`src/sv/rtr_pkg.sv`:
```
// Shared types and protocol constants for the radio telegram receiver.
package rtr_pkg;

  localparam int unsigned DATA_W   = 32;
  localparam int unsigned ADDR_W   = 3;
  localparam int unsigned POS_W    = 4;

  // Register index taken from paddr[2] (one 32-bit word per register).
  localparam logic REG_TIMEOUT = 1'b0;
  localparam logic [7:0] TIMEOUT_RESET = 8'd20;

  // Byte codes on the serial line.
  localparam logic [7:0] BYTE_HANDSHAKE = 8'hFA;
  localparam logic [7:0] BYTE_REPLY     = 8'h05;
  localparam logic [7:0] BYTE_START     = 8'h55;
  localparam logic [7:0] BYTE_END       = 8'hAA;
  localparam logic [7:0] BYTE_STATUS_1  = 8'hCD;
  localparam logic [7:0] BYTE_STATUS_2  = 8'hF1;
  localparam logic [7:0] BYTE_STATUS_3  = 8'hFA;

  // Board option codes in byte 4 of a status frame.
  localparam logic [7:0] OPT_CODE_RX_TX   = 8'hAA;
  localparam logic [7:0] OPT_CODE_RX_ONLY = 8'hF0;
  localparam logic [7:0] OPT_CODE_TX_ONLY = 8'h0F;

  // Channel key ranges of byte 3.
  localparam logic [7:0] CHAN_A_HI = 8'h17;
  localparam logic [7:0] CHAN_B_LO = 8'h20;
  localparam logic [7:0] CHAN_B_HI = 8'h57;
  localparam logic [7:0] CHAN_C_LO = 8'h60;
  localparam logic [7:0] CHAN_C_HI = 8'h97;
  localparam logic [2:0] SCENE_MAX_CODE = 3'd4;
  localparam logic [3:0] LOCAL_SCENE_NIB = 4'hD;
  localparam logic [1:0] TOP_PLUS = 2'b01;
  localparam logic [1:0] TOP_STOP = 2'b00;
  localparam logic [1:0] DB3_SHORT_LAST = 2'b01;

  // Frame byte positions.
  localparam logic [POS_W-1:0] POS_FIRST_DATA = 4'd1;
  localparam logic [POS_W-1:0] POS_SW1 = 4'd1;
  localparam logic [POS_W-1:0] POS_SW2 = 4'd2;
  localparam logic [POS_W-1:0] POS_DB1 = 4'd3;
  localparam logic [POS_W-1:0] POS_DB2 = 4'd4;
  localparam logic [POS_W-1:0] POS_DB3 = 4'd5;
  localparam logic [POS_W-1:0] POS_CRC = 4'd10;
  localparam logic [POS_W-1:0] POS_LAST = 4'd11;

  typedef enum logic [1:0] {
    KIND_HANDSHAKE = 2'd0,
    KIND_KEY       = 2'd1,
    KIND_BOARD     = 2'd2
  } kind_t;

  typedef enum logic [1:0] {
    OPT_RX_TX   = 2'd0,
    OPT_RX_ONLY = 2'd1,
    OPT_TX_ONLY = 2'd2,
    OPT_UNKNOWN = 2'd3
  } board_opt_t;

  typedef struct packed {
    kind_t       result_kind;
    logic [7:0]  tx_byte;
    logic        frame_ok;
    logic [2:0]  key_group;
    logic [3:0]  key_channel;
    logic        plus_side;
    logic        switch_on;
    logic [2:0]  light_scene;
    logic        master_key;
    logic        all_on_off;
    board_opt_t  board_option;
  } result_t;

endpackage

```
`src/sv/radio_telegram_receiver_unit.sv`:
```
// Radio telegram receiver: frame collection, checksum and key decoding.
// Each beat on the input carries a received byte or one time tick; a new
// beat is accepted every cycle unless input is held off. Results go
// into a two-entry output register (main stage plus skid stage), so input
// is only held off when both entries are full. A result is registered into
// the main stage, or into the skid stage when the main stage is full and
// is not being read. The only stored frame bytes are those the decoder
// needs; the checksum runs as bytes arrive.
module radio_telegram_receiver_unit
  import rtr_pkg::*;
(
  input  logic              clk,
  input  logic              rst,
  input  logic              in_valid,
  output logic              in_ready,
  input  logic              action,
  input  logic [7:0]        rx_byte,
  output logic              out_valid,
  input  logic              out_ready,
  output logic [1:0]        result_kind,
  output logic [7:0]        tx_byte,
  output logic              frame_ok,
  output logic [2:0]        key_group,
  output logic [3:0]        key_channel,
  output logic              plus_side,
  output logic              switch_on,
  output logic [2:0]        light_scene,
  output logic              master_key,
  output logic              all_on_off,
  output logic [1:0]        board_option,
  input  logic              psel,
  input  logic              penable,
  input  logic              pwrite,
  input  logic [ADDR_W-1:0] paddr,
  input  logic [DATA_W-1:0] pwdata,
  output logic [DATA_W-1:0] prdata,
  output logic              pready
);

  logic [7:0]       timeout;
  logic             collecting, collecting_next;
  logic [POS_W-1:0] byte_position, byte_position_next;
  logic [7:0]       running_sum, running_sum_next;
  logic [7:0]       wait_ticks, wait_ticks_next;
  logic [7:0]       sw1, sw2, db1, db2, db3, crc_byte;

  logic             in_fire, pop, emit;
  result_t          res, dec, out_res, skid_res;
  logic             skid_valid;

  assign pready   = 1'b1;
  assign in_ready = !skid_valid;
  assign in_fire  = in_valid && in_ready;
  assign pop      = out_valid && out_ready;

  always_ff @(posedge clk) begin
    if (rst) begin
      timeout <= TIMEOUT_RESET;
    end else if (psel && penable && pwrite && pready && paddr[2] == REG_TIMEOUT) begin
      timeout <= pwdata[7:0];
    end
  end

  assign prdata = (paddr[2] == REG_TIMEOUT) ? {{(DATA_W-8){1'b0}}, timeout} : '0;

  // Frame decoder, fed by the stored bytes and the end byte on the input.
  always_comb begin
    logic status_frame;
    logic chan_key;
    logic plus_mod;
    status_frame = (sw1 == BYTE_STATUS_1) && (sw2 == BYTE_STATUS_2)
                   && (db1 == BYTE_STATUS_3);
    chan_key = (db1 <= CHAN_A_HI) || (db1 >= CHAN_B_LO && db1 <= CHAN_B_HI)
               || (db1 >= CHAN_C_LO && db1 <= CHAN_C_HI);
    plus_mod = (db1[7:6] == TOP_PLUS);
    dec = '0;
    dec.frame_ok = (crc_byte == (8'd0 - running_sum)) && (rx_byte == BYTE_END);
    if (status_frame) begin
      dec.result_kind = KIND_BOARD;
      priority if (db2 == OPT_CODE_RX_TX) begin
        dec.board_option = OPT_RX_TX;
      end else if (db2 == OPT_CODE_RX_ONLY) begin
        dec.board_option = OPT_RX_ONLY;
      end else if (db2 == OPT_CODE_TX_ONLY) begin
        dec.board_option = OPT_TX_ONLY;
      end else begin
        dec.board_option = OPT_UNKNOWN;
      end
    end else begin
      dec.result_kind = KIND_KEY;
      dec.plus_side   = 1'b1;
      priority if (chan_key) begin
        dec.key_channel = {1'b0, db1[2:0]} + 4'd1;
        dec.key_group   = {1'b0, db1[4:3]} + 3'd1;
        dec.plus_side   = plus_mod;
      end else if (db1[2:0] <= SCENE_MAX_CODE) begin
        dec.light_scene = db1[2:0] + 3'd1;
        if (db1[7:4] != LOCAL_SCENE_NIB) begin
          dec.master_key = 1'b1;
          dec.plus_side  = plus_mod;
        end
      end else begin
        dec.all_on_off = 1'b1;
        dec.plus_side  = db1[0];
      end
      dec.switch_on = !((db1[7:6] == TOP_STOP) || (db3[7:6] == DB3_SHORT_LAST));
    end
  end

  // Next state of the receiver and the result of this beat.
  always_comb begin
    collecting_next    = collecting;
    byte_position_next = byte_position;
    running_sum_next   = running_sum;
    wait_ticks_next    = wait_ticks;
    emit = 1'b0;
    res  = '0;
    if (in_fire) begin
      if (action) begin
        if (collecting) begin
          if (wait_ticks >= timeout) begin
            collecting_next    = 1'b0;
            byte_position_next = '0;
            running_sum_next   = '0;
            wait_ticks_next    = '0;
          end else begin
            wait_ticks_next = wait_ticks + 8'd1;
          end
        end
      end else if (!collecting) begin
        if (rx_byte == BYTE_HANDSHAKE) begin
          emit = 1'b1;
          res.result_kind = KIND_HANDSHAKE;
          res.tx_byte     = BYTE_REPLY;
        end else if (rx_byte == BYTE_START) begin
          collecting_next    = 1'b1;
          byte_position_next = POS_FIRST_DATA;
          running_sum_next   = rx_byte;
          wait_ticks_next    = '0;
        end
      end else if (byte_position == POS_LAST) begin
        emit = 1'b1;
        res  = dec;
        collecting_next    = 1'b0;
        byte_position_next = '0;
        running_sum_next   = '0;
        wait_ticks_next    = '0;
      end else begin
        byte_position_next = byte_position + 4'd1;
        if (byte_position < POS_CRC) begin
          running_sum_next = running_sum + rx_byte;
        end
      end
    end
  end

  always_ff @(posedge clk) begin
    if (rst) begin
      collecting    <= 1'b0;
      byte_position <= '0;
      running_sum   <= '0;
      wait_ticks    <= '0;
    end else begin
      collecting    <= collecting_next;
      byte_position <= byte_position_next;
      running_sum   <= running_sum_next;
      wait_ticks    <= wait_ticks_next;
    end
  end

  // Only the frame bytes the decoder reads are kept.
  always_ff @(posedge clk) begin
    if (in_fire && !action && collecting) begin
      unique case (byte_position)
        POS_SW1: sw1      <= rx_byte;
        POS_SW2: sw2      <= rx_byte;
        POS_DB1: db1      <= rx_byte;
        POS_DB2: db2      <= rx_byte;
        POS_DB3: db3      <= rx_byte;
        POS_CRC: crc_byte <= rx_byte;
        default: ;
      endcase
    end
  end

  // Output register with a skid stage behind it.
  always_ff @(posedge clk) begin
    if (rst) begin
      out_valid  <= 1'b0;
      skid_valid <= 1'b0;
    end else if (skid_valid) begin
      if (pop) begin
        skid_valid <= 1'b0;
      end
    end else if (emit && out_valid && !pop) begin
      skid_valid <= 1'b1;
    end else if (emit) begin
      out_valid <= 1'b1;
    end else if (pop) begin
      out_valid <= 1'b0;
    end
  end

  always_ff @(posedge clk) begin
    if (skid_valid) begin
      if (pop) begin
        out_res <= skid_res;
      end
    end else if (emit && out_valid && !pop) begin
      skid_res <= res;
    end else if (emit) begin
      out_res <= res;
    end
  end

  assign result_kind  = out_res.result_kind;
  assign tx_byte      = out_res.tx_byte;
  assign frame_ok     = out_res.frame_ok;
  assign key_group    = out_res.key_group;
  assign key_channel  = out_res.key_channel;
  assign plus_side    = out_res.plus_side;
  assign switch_on    = out_res.switch_on;
  assign light_scene  = out_res.light_scene;
  assign master_key   = out_res.master_key;
  assign all_on_off   = out_res.all_on_off;
  assign board_option = out_res.board_option;

endmodule

```
`config.mk`:
```
export PLATFORM = sky130hd
export DESIGN_NAME = radio_telegram_receiver_unit
export DESIGN_NICKNAME = d
export VERILOG_FILES = /design/src/sv/rtr_pkg.sv /design/src/sv/radio_telegram_receiver_unit.sv
export SDC_FILE = /design/constraint.sdc
export NUM_CORES = 1
export LEC_CHECK = 0
export ABC_CLOCK_PERIOD_IN_PS = 5500
export CAP_MARGIN = 0
export CORE_ASPECT_RATIO = 0.8
export CORE_MARGIN = 10
export CORE_UTILIZATION = 45
export DETAILED_ROUTE_END_ITERATION = 16
export DONT_BUFFER_PORTS = 1
export HOLD_SLACK_MARGIN = 0.03
export PLACE_DENSITY_LB_ADDON = 0.08
export SLEW_MARGIN = 30
export SYNTH_ARGS = -nofsm -noshare
export SYNTH_HDL_FRONTEND = slang
export SYNTH_SLANG_ARGS = --single-unit
```
`constraint.sdc`:
```
create_clock -name clk -period 5.5 [get_ports clk]
set_clock_uncertainty 0.1 [all_clocks]
set_input_delay 0.275 -clock clk [delete_from_list [all_inputs] [get_ports clk]]
set_output_delay 0.275 -clock clk [all_outputs]
set_load 0.02 [all_outputs]
```
## Word-level counts from Yosys, hierarchy flattened

Index checks and enable logic that the tools add are counted.
W data, S select, Z words.

| storage, ports and cells | value |
|---|---|
| register bits | 133 |
| logic and storage cells | 181 |

| cells by class | value |
|---|---|
| add/subtract/negate cells | 7 |
| order comparisons | 8 |
| eq/ne operators | 27 |
| muxes and demuxes | 64 |
| bitwise logic cells | 3 |
| reductions and logical operators | 37 |

Operator list:

| kind | count |
|---|---|
| $mux W27 | 7 |
| $mux W8 | 16 |
| $eq A8 B8 Y1 const B | 7 |
| $mux W4 | 8 |
| $mux W1 | 23 |
| $mux W17 | 1 |
| $logic_and A1 B1 Y1 | 14 |
| $mux W14 | 1 |
| $reduce_and A2 Y1 | 7 |
| $mux W10 | 1 |
| $reduce_and A5 Y1 | 2 |
| $add A8 B1 Y8 const B | 1 |
| $add A8 B8 Y8 | 1 |
| $eq A4 B2 Y1 const B | 2 |
| $eq A4 B3 Y1 const B | 2 |
| $eq A4 B4 Y1 const B | 2 |
| $eq A8 B4 Y1 const B | 1 |
| $eq A8 B7 Y1 const B | 1 |
| $eq A8 B8 Y1 | 1 |
| $ge A8 B6 Y1 const B | 1 |
| $ge A8 B7 Y1 const B | 1 |
| $ge A8 B8 Y1 | 1 |
| $le A8 B5 Y1 const B | 1 |
| $le A8 B7 Y1 const B | 1 |
| 26 further kinds | 43 |

## Depth between registers and ports, before layout

Gate-level depths: netlist of run 1.

| depth | value |
|---|---|
| depth in word-level cells | 13 |
| mapped depth | 10 |
| mapped depth without buffers | 10 |

## Least setup slack after synthesis of run 1

Ideal clock, no wire load.

| path | value |
|---|---|
| path kind | reg-to-reg |
| start point | register collecting |
| end point | register skid_res[0] in the netlist's numbering, enable pin |
| arrival | 2.636 ns |
| setup slack | 2.337 ns |
| stages on the path, launching flop included | 7 |
| path buffers | 2 |
| path through | dfxtp_1 clkbuf_1 clkbuf_1 nand2_1 o31ai_1 nand2_1 nor3b_1 |

| on the way | value |
|---|---|
| longest elaborated chain between the ends | 6 |

RTL lines:

| element | RTL line | text |
|---|---|---|
| from (decl) | radio_telegram_receiver_unit.sv:41 | `logic collecting, collecting_next;` |
| from (signal assigned) | radio_telegram_receiver_unit.sv:164 | `collecting <= collecting_next;` |
| $mux W1 | radio_telegram_receiver_unit.sv:130 | `end else if (!collecting) begin` |
| $mux W1 | radio_telegram_receiver_unit.sv:119 | `if (action) begin` |
| $mux W1 | radio_telegram_receiver_unit.sv:118 | `if (in_fire) begin` |
| $logic_and A1 B1 Y1 (2 in series) | radio_telegram_receiver_unit.sv:209 | `end else if (emit && out_valid && !pop) begin` |
| $reduce_and A2 Y1 (no line) | - |  |
| to (signal assigned) | radio_telegram_receiver_unit.sv:210 | `skid_res <= res;` |
| to (decl) | radio_telegram_receiver_unit.sv:48 | `result_t res, dec, out_res, skid_res;` |

No other way between the ends.
A chain may end at the register's enable or synchronous reset.

==> flow_summary_export.csv, run 1 <==
group,metric,value,unit
synthesis,syn_area,5630,µm²
clock_network,cts_tree,"built",
synthesis,async_flop_share,0,%
floorplan,dieArea,17400,µm²
final_layout,register_area,3080,µm²
setup_path,path_buf_inv,2,
run_status,status,"complete, no violations",
final_layout,final_core_util,52.9,%
synthesis,synthSimpleGateAreaFrac,16.1,%
synthesis,synth_seq_cells,113,
pwr,power.density,313,nW/µm²
route,drt_wl_total,13200,µm
synthesis,synthMostInstantiatedCell,"edfxtp_1",
timing,rsz0062_at_grt,"no",
synthesis,postSynthCellCount,517,
setup_path,arrival,2.59,ns
synthesis,synth_top_cell_area_share,43.8,%
route,dr_total_vias,3897,
clock_network,cts_max_level,4,
pwr,p_seq_share,45.1,%
setup_path,crit_family,"simple AND/OR/NAND/NOR gates",
setup_path,path_class,"reg2reg",
timing,fmax,0.395,GHz
min_path,hold_path_end,"running_sum[2]",
synthesis,synth_cell_types,57,
clock_network,clkSinkCount,113,
synthesis,avgSynthCellArea,10.9,µm²
clock_network,clk_pin_slew,0.06,ns
synthesis,synth-compound-area-share,12.5,%
final_layout,drive_gt1_share,7.94,%
timing,finalSetupViolations,0,
synthesis,synth_top_family_by_area,"simple AND/OR/NAND/NOR gates",
global_route,grt_max_degree,26,
setup_path,path_cells,"inv_1, ha_1, nor4bb_1, nand2_1, or3_1, nand2_1, inv_1, nand3_2, a31oi_1, a21o_1",
floorplan,coreArea,12200,µm²
setup_path,crit_path_start_kind,"flop",
min_path,min-delay-start,"rx_byte[2]",
pwr,netSwitchingFraction,21.1,%
timing,finalSetupTns,0,ns
final_layout,area_growth,14.7,%
route,drc,0,
timing,relSlewSlack,37.7,%
placed_design,finalWeightedCongestion,0.841,
setup_path,cp.required,5.56,ns
pwr,comb_power_share,3.7,%
clock_network,clockRootBuffer,"clkbuf_16",
min_path,hold_path_class,"in2reg",
placed_design,dp_hpwl,8880,µm
setup_path,slowest_stage,"edfxtp_1",
final_layout,antenna_cells,0,
pwr,p_sw,0.426,mW
setup_path,end_kind,"flop",
timing,finalMaxSlewViolations,0,
floorplan,die_w,145,µm
timing,hold_viol_final,0,
timing,tightestPinTransition,0.932,ns
route,first_iter_violations,292,
floorplan,fp.dieH,120,µm
timing,fin_crit,2.53,ns
setup_path,r2r_slack,2.97,ns
global_route,grt.total_usage,15.1,%
min_path,hold_depth,4,
floorplan,ioPinCount,113,
run,drv_cap,0,
synthesis,muxShareOfSynthArea,0,%
global_route,grt_antenna_before_repair,0,
setup_path,path_max_fanout,9,
setup_path,reg2reg_from,"db1[0]",
setup_path,r2r_cells,10,
synthesis,synthTopCellsByCount,"82 x edfxtp_1, 49 x nand2_1, 36 x nor2_1",
clock_network,insertion_delay,0.41,ns
synthesis,ys_seq_area_share,54.8,%
pwr,p_int,1.59,mW
floorplan,start_util,46.1,%
clock_network,clock_path_buffers,2,
final_layout,multi_input_area,2250,µm²
synthesis,yosys_warnings,0,
clock_network,post_cts_buffers,0,
synthesis,synthXorXnorAreaFrac,3.11,%
floorplan,rows,36,
clock_network,cts-resized-gates,0,
synthesis,synth-edff-count,82,
pwr,p_clk_share,51.2,%
global_route,grt_pass1_vias,3858,
pwr,peakVddDrop,0.222,mV
global_route,grt_pass1_wl,20900,µm
synthesis,synthAdderAreaFrac,6.14,%
route,ant_nets,0,
pwr,leakage,2.53,nW
synthesis,synth_flop_cell,"edfxtp_1",
setup_path,rr_endpoint,"master_key",
clock_network,cts_made_buffers,17,
timing,period_share,46.0,%
global_route,overflow,0,
route,viasPerCell,5.38,
setup_path,max_stage_delay,0.52,ns
final_layout,nFillCells,1074,
synthesis,yosysTopAreaCell,"edfxtp_1",
route,first_pass_iters,6,
final_layout,num-nets-final,619,
placed_design,io_buffers,0,
synthesis,yosys-top-cells-area,"edfxtp_1 44%, dfxtp_1 11%, ha_1 5.8%",
route,wire_per_inst,18.2,µm
-- kinds of logic (layout without fill, tap and decap cells) --
kind of cell / Yosys count / count (layout)
other: 2 / 31
XOR/XNOR: 20 / 20
flip-flops: 113 / 113
buffers and inverters: 76 / 84
AND/OR/NAND/NOR: 173 / 173
adder cells (fa/ha/maj): 27 / 27
AO/OA/AOI/OAI: 106 / 106
-- worst reg2reg max path, stage by stage (launching register included) --
cell	delay [ns]
edfxtp_1	0.52
inv_1	0.13
ha_1	0.16
nor4bb_1	0.20
nand2_1	0.08
or3_1	0.41
nand2_1	0.21
inv_1	0.11
nand3_2	0.11
a31oi_1	0.08
a21o_1	0.17
-- registers in the layout, indices dropped and copies added, names as in the netlist, 3 cells and up --
| name | cells |
|---|---|
| byte_position | 4 |
| light_scene | 3 |
| key_channel | 4 |
| sw1 | 8 |
| sw2 | 8 |
| skid_res | 20 |
| db2 | 8 |
| running_sum | 8 |
| timeout | 8 |
| key_group | 3 |
| db1 | 8 |
| wait_ticks | 8 |
| crc_byte | 8 |
-- power by group through the flow --
stage               logic [mW]  registers, mW  clock network, mW
global placement        0.0491          0.927                  0
finish                  0.0738          0.910               1.03
floorplan               0.0635          0.927                  0
detailed placement      0.0498          0.928                  0
global route            0.0801          0.910               1.09
CTS                     0.0722          0.910               1.05
-- worst max path at each step --
stage | slack (ns) | endpoint | depth (start not counted) | startpoint
final | 2.97 | master_key | 10 | db1[0]
after global routing | 2.74 | light_scene[2] | 10 | db1[0]
after CTS | 2.92 | light_scene[2] | 7 | skid_valid
after detailed placement | 2.92 | light_scene[2] | 7 | skid_valid
after global placement | 2.82 | wait_ticks[6] | 5 | skid_valid
after floorplan | 2.34 | skid_res[0] | 6 | collecting
-- layout make-up --
class                           instances  area share (%)
Timing Repair Buffer                   22            3.30
Clock buffer                           24            8.12
Multi-Input combinational cell        357            34.9
Tap cell                              171            3.32
Clock inverter                          8           0.776
Sequential cell                       113            47.8
Inverter                               30            1.75
-- timing repair --
item                                    4_1_cts  5_1_grt
hold buffers                                 19        0
endpoints found under the setup margin        0        0
hold endpoints to repair                     65        0
-- metal layers --
layer  part of all wire (%)  wire (µm)  track usage [%]
met5                      0          0                0
met4                   0.90        118             5.48
met3                    6.1        798             4.73
met2                     45       5940             22.8
met1                     48       6320             20.0
-- through the flow --
stage          area, µm²  hold WS, ns  total power, mW  worst slack [ns]  std cells
6_report            6450       0.0525             2.02              2.97        725
5_1_grt             6450       0.0785             2.08              2.74        725
4_1_cts             6450       0.0342             2.03              2.92        725
3_5_place_dp        5690        0.250            0.977              2.92        674
3_3_place_gp        5680        0.249            0.977              2.82        674
2_1_floorplan       5740        0.274            0.991              2.34        546
-- cell usage in the layout, fill, tap and decap left out, types with 20 or more instances in the layout --
| cell | instances |
|---|---|
| a21oi_1 | 28 |
| o21ai_0 | 20 |
| nor2_1 | 36 |
| ha_1 | 26 |
| nand2_1 | 49 |
| inv_1 | 30 |
| conb_1 | 31 |
| edfxtp_1 | 82 |
| dfxtp_1 | 30 |
(Power assumes the default switching activity.)
==> run 2, diff against run 1 <==
- ABC_AREA: not set -> 1
- ABC_CLOCK_PERIOD_IN_PS: 5500 -> 2300
- clock period: 5.5 -> 2.3 ns (I/O delays scaled with it)
==> flow_summary_export.csv, run 2 <==
group,metric,value,unit
run_status,status,"complete, no violations",
route,viasPerCell,4.84,
run,drv_cap,0,
final_layout,layout_common_cells,"131 x nand2_1, 82 x edfxtp_1, 74 x nor2_1",
global_route,grt_antenna_before_repair,0,
setup_path,end_kind,"flop",
floorplan,rows,37,
floorplan,fp.dieH,122,µm
setup_path,slowest_stage,"dlygate4sd3_1",
min_path,min-delay-start,"rx_byte[5]",
route,drt_wl_total,13400,µm
clock_network,cts_max_level,4,
final_layout,nFillCells,1159,
min_path,hold_path_end,"collecting",
placed_design,io_buffers,0,
synthesis,yosysTopAreaCell,"edfxtp_1",
clock_network,clockRootBuffer,"clkbuf_16",
final_layout,regMostFlops,"skid_res",
setup_path,max_stage_delay,0.83,ns
route,ant_nets,0,
setup_path,worstSetupPathDepth,7,
timing,finalSetupTns,0,ns
timing,hold_viol_final,0,
synthesis,synth_seq_cells,113,
global_route,grt.total_usage,15.2,%
clock_network,cts_made_buffers,17,
timing,fin_crit,2.19,ns
final_layout,num-nets-final,753,
pwr,leakage,2.74,nW
global_route,grt_pass1_vias,4132,
setup_path,path_class,"in2reg",
timing,fmax,0.457,GHz
global_route,overflow,0,
timing,period_share,95.0,%
pwr,peakVddDrop,0.512,mV
floorplan,coreArea,12800,µm²
timing,hold_ws,0.0489,ns
timing,rsz0062_at_grt,"no",
synthesis,synth_top_cell_area_share,42.1,%
floorplan,die_w,147,µm
final_layout,final_cells,863,
clock_network,clkSinkCount,113,
synthesis,synth-edff-count,82,
synthesis,yosys_warnings,0,
clock_network,post_cts_buffers,0,
placed_design,dp_hpwl,9270,µm
synthesis,ys_seq_area_share,52.7,%
timing,relSlewSlack,52.7,%
synthesis,synth_flop_cell,"edfxtp_1",
placed_design,finalWeightedCongestion,0.856,
min_path,hold_depth,7,
global_route,grt_max_degree,23,
setup_path,r2r_cells,8,
route,drc,0,
min_path,hold_path_class,"in2reg",
final_layout,antenna_cells,0,
final_layout,drive_gt1_share,10.9,%
setup_path,r2r_slack,0.16,ns
final_layout,layout_commonest_cell,"nand2_1",
route,first_pass_iters,4,
floorplan,start_util,45.8,%
clock_network,clk_pin_slew,0.05,ns
clock_network,cts_tree,"built",
setup_path,arrival,2.36,ns
pwr,design_power_total,5.22,mW
clock_network,insertion_delay,0.41,ns
final_layout,area_growth,18.5,%
clock_network,clock_path_buffers,2,
route,first_iter_violations,332,
setup_path,crit_family,"buffers and inverters",
synthesis,syn_area,5850,µm²
synthesis,synth_cell_types,42,
setup_path,path_max_fanout,7,
setup_path,path_buf_inv,2,
synthesis,yosys-top-cells-area,"edfxtp_1 42%, dfxtp_1 11%, nand2_1 8.4%",
synthesis,async_flop_share,0,%
setup_path,rr_endpoint,"skid_res[1]",
setup_path,crit_path_start_kind,"primary input",
route,wire_per_inst,15.5,µm
global_route,grt_pass1_wl,21600,µm
pwr,power.density,753,nW/µm²
placed_design,dp.cells,805,
timing,finalMaxSlewViolations,0,
timing,tightestPinTransition,0.707,ns
setup_path,cp.required,2.48,ns
setup_path,reg2reg_from,"byte_position[1]",
route,dr_total_vias,4175,
final_layout,final_core_util,54.2,%
floorplan,dieArea,18000,µm²
timing,finalSetupViolations,0,
synthesis,synthMostInstantiatedCell,"nand2_1",
setup_path,path_cells,"dlygate4sd3_1, nand2_1, nor3_1, nand2_1, dlygate4sd3_1, nor3_1, a21o_1",
final_layout,largest_reg_flops,20,
synthesis,avgSynthCellArea,9.26,µm²
floorplan,ioPinCount,113,
synthesis,synthTopCellsByCount,"131 x nand2_1, 82 x edfxtp_1, 74 x nor2_1",
synthesis,postSynthCellCount,631,
[run 2: cell types whose count changed after synthesis, sizes merged, moves of 6 or more]
cell,previous run,this run
a211oi,6,0
a21o,17,1
a21oi,28,35
and2,8,0
inv,30,73
nand2,49,141
nand3,10,32
nor2,36,79
nor2b,8,0
nor3,15,7
o21ai,20,36
[run 2: how the worst max path moves through the flow]
stage | start | to | slack [ns]
after floorplan | byte_position[1] | skid_res[0] | 0.02
after global placement | byte_position[1] | key_channel[2] | 0.18
after detailed placement | byte_position[1] | key_channel[2] | 0.14
after CTS | byte_position[1] | key_channel[2] | 0.13
after global routing | byte_position[1] | skid_res[17] | 0.006
final | rx_byte[1] | tx_byte[0] | 0.11
[run 2: per-stage QoR]
step / setup slack [ns] / area, µm²
finish: 0.114 / 6930
global route: 0.00618 / 6930
CTS: 0.126 / 6920
detailed placement: 0.145 / 6020
global placement: 0.181 / 6020
floorplan: 0.0182 / 5980
[run 2: cell type report]
class	instances	area, µm²	area share [%]
tap	175	219	3.16
multi-input combinational	429	2310	33.4
clock inverter	14	211	3.05
timing repair buffer	39	383	5.53
sequential	113	3080	44.5
inverter	75	285	4.12
clock buffer	18	429	6.20
[run 2: metal layers]
metal	up-vias	wire [µm]	track usage (%)
li1	2111	-	-
met1	1960	6360	20.0
met2	98	6230	24.4
met3	6	743	4.08
met4	0	89	4.02
met5	-	0	0
[run 2: cells by family (layout without fill, tap and decap cells)]
family	Yosys count	in the layout	synth area share, %
buf+inv	118	146	9.95
simple gates	274	274	21.0
fa+ha+maj	27	27	5.91
other cells	2	31	0.128
flops	113	113	52.7
compound gates	79	79	7.60
xor+xnor	18	18	2.70
[run 2: tightest hold or removal path, stage by stage]
cell	delay [ns]
inv_1	0.02
nand2_1	0.04
nor2_1	0.03
nand2_1	0.09
o21ai_0	0.08
nand2_1	0.05
a21oi_1	0.06
[run 2: power breakdown]
group	switching [mW]	total (mW)	internal, mW
sequential	0.00222	2.18	2.18
combinational	0.140	0.193	0.0536
clock	0.925	2.84	1.92
[run 2: timing repair]
| item | 4_1_cts | 5_1_grt |
|---|---|---|
| hold buffers | 26 | 0 |
| gates resized for setup | 0 | 1 |
| endpoints found under the setup margin | 0 | 23 |
| endpoints found under the hold margin | 89 | 0 |
==> run 3, diff against run 2 <==
--- a/config.mk
+++ b/config.mk
@@ -8,3 +8,3 @@
 export ABC_AREA = 1
-export ABC_CLOCK_PERIOD_IN_PS = 2300
+export ABC_CLOCK_PERIOD_IN_PS = 1800
 export CAP_MARGIN = 0
@@ -16,3 +16,3 @@
 export HOLD_SLACK_MARGIN = 0.03
-export PLACE_DENSITY_LB_ADDON = 0.08
+export PLACE_DENSITY = 0.68
 export SLEW_MARGIN = 30
==> constraint.sdc (replaced) <==
create_clock -name clk -period 1.8 [get_ports clk]
set_clock_uncertainty 0.1 [all_clocks]
set_input_delay 0 -clock clk [delete_from_list [all_inputs] [get_ports clk]]
set_output_delay 0 -clock clk [all_outputs]
set_load 0.02 [all_outputs]
==> flow_summary_export.csv, run 3 (synthesis gave the netlist of run 2 again) <==
group,metric,value,unit
final_layout,multi_input_area,2560,µm²
floorplan,start_util,45.8,%
clock_network,clk_pin_slew,0.06,ns
pwr,peakVddDrop,0.658,mV
setup_path,arrival,2.04,ns
clock_network,cts_made_buffers,17,
setup_path,path_class,"reg2reg",
route,wire_per_inst,15.5,µm
route,drc,0,
placed_design,io_buffers,0,
setup_path,crit_family,"simple AND/OR/NAND/NOR gates",
route,viasPerCell,4.93,
setup_path,r2r_cells,11,
route,drt_wl_total,14000,µm
route,dr_total_vias,4461,
route,first_pass_iters,6,
final_layout,largest_reg_flops,20,
floorplan,coreArea,12800,µm²
final_layout,layout_common_cells,"122 x nand2_1, 82 x edfxtp_1, 69 x nor2_1",
final_layout,register_area,3100,µm²
global_route,grt.total_usage,15.0,%
setup_path,crit_path_start_kind,"flop",
floorplan,die_w,147,µm
final_layout,regMostFlops,"skid_res",
global_route,grt_antenna_before_repair,0,
run,drv_cap,0,
global_route,overflow,0,
final_layout,area_growth,27.8,%
route,first_iter_violations,287,
clock_network,insertion_delay,0.41,ns
clock_network,clkSinkCount,113,
floorplan,fp.dieH,122,µm
setup_path,slowest_stage,"dfxtp_1",
placed_design,pre_cts_slack,-0.0449,ns
setup_path,path_buf_inv,3,
timing,finalSetupViolations,3,
placed_design,finalWeightedCongestion,0.833,
final_layout,antenna_cells,0,
min_path,hold_depth,0,
global_route,grt_pass1_wl,21400,µm
timing,fin_ws,-0.0128,ns
min_path,min-delay-start,"rx_byte[1]",
pwr,p_sw,1.44,mW
timing,hold_viol_final,7,
route,ant_nets,0,
placed_design,dp_hpwl,9070,µm
run_status,status,"complete, but fails checks",
timing,fin_crit,1.81,ns
global_route,grt_max_degree,23,
final_layout,layout_commonest_cell,"nand2_1",
global_route,grt_pass1_vias,4327,
timing,period_share,101,%
setup_path,end_kind,"flop",
timing,tightestPinTransition,0.708,ns
final_layout,num-nets-final,794,
floorplan,dieArea,18000,µm²
floorplan,ioPinCount,113,
clock_network,cts_tree,"built",
setup_path,rr_endpoint,"running_sum[3]",
timing,hold_ws,-0.410,ns
clock_network,clock_path_buffers,2,
run_status,failed_checks,"negative hold slack, negative setup slack",
setup_path,reg2reg_from,"timeout[7]",
final_layout,nFillCells,1063,
pwr,p_clk_share,51.7,%
setup_path,cp.required,2.03,ns
final_layout,final_core_util,58.5,%
timing,rsz0062_at_grt,"yes",
pwr,p_int,4.92,mW
setup_path,r2r_slack,-0.01,ns
pwr,power.density,852,nW/µm²
floorplan,rows,37,
pwr,leakage,2.96,nW
min_path,hold_path_end,"db1[1]",
setup_path,path_max_fanout,7,
clock_network,clockRootBuffer,"clkbuf_16",
timing,relSlewSlack,52.7,%
final_layout,drive_gt1_share,21.5,%
timing,fmax,0.552,GHz
pwr,comb_power_share,4.6,%
setup_path,path_cells,"inv_1, ha_4, nand2_2, inv_2, and3_4, nor2_4, nand2_8, buf_4, nand2_4, nand2_1, a21oi_1",
clock_network,cts_max_level,4,
setup_path,max_stage_delay,0.30,ns
timing,finalMaxSlewViolations,0,
pwr,p_seq_share,43.7,%
pwr,netSwitchingFraction,22.6,%
min_path,hold_path_class,"in2reg",
## run 3: how the worst max path moves through the flow
stage | start | endpoint | slack (ns) | cells after the start
4_1_cts | db1[0] | key_group[2] | 0.0003 | 10
6_report | timeout[7] | running_sum[3] | -0.01 | 11
2_1_floorplan | byte_position[1] | skid_res[0] | -0.25 | 7
3_3_place_gp | db1[0] | key_group[1] | -0.02 | 10
3_5_place_dp | db1[0] | key_group[2] | -0.04 | 10
5_1_grt | timeout[5] | running_sum[6] | -0.11 | 10
## run 3: timing repair
item,in CTS,in global routing
resized for setup,1,59
cloned,0,1
setup buffers,0,7
pin swaps,1,21
endpoints found under the hold margin,130,36
endpoints found under the setup margin,7,94
hold buffers,29,7
## run 3: through the flow
step | cells | hold WS [ns] | TNS [ns] | total power, mW | instance area, µm²
after global routing | 904 | -0.431 | -2.53 | 6.57 | 7470
after global placement | 829 | -0.0348 | -0.0952 | 3.00 | 6260
final | 904 | -0.410 | -0.0244 | 6.36 | 7470
after detailed placement | 829 | -0.0328 | -0.278 | 3.01 | 6260
after floorplan | 660 | -0.00113 | -6.69 | 3.04 | 6030
after CTS | 890 | -0.464 | 0 | 6.35 | 7140
## run 3: layer usage
layer / GRT usage [%] / up-vias / part of all wire, %
li1: - / 2193 / -
met1: 17.8 / 2090 / 43
met2: 25.5 / 156 / 49
met3: 4.19 / 22 / 5.8
met4: 5.75 / 0 / 1.6
met5: 0 / - / 0
## run 3: final cells by class
| class | count | area share (%) |
|---|---|---|
| well taps | 175 | 2.93 |
| clock inverters | 14 | 2.03 |
| inverters | 75 | 3.92 |
| multi-input cells | 430 | 34.3 |
| flip-flops and latches | 113 | 41.4 |
| clock buffers | 18 | 5.74 |
| repair buffers | 79 | 9.66 |
## run 3: power by group through the flow
stage / sequential [mW] / clock [mW] / combinational (mW)
after floorplan: 2.83 / 0 / 0.207
after CTS: 2.78 / 3.33 / 0.238
after global placement: 2.83 / 0 / 0.168
final: 2.78 / 3.29 / 0.294
after global routing: 2.78 / 3.47 / 0.319
after detailed placement: 2.83 / 0 / 0.171
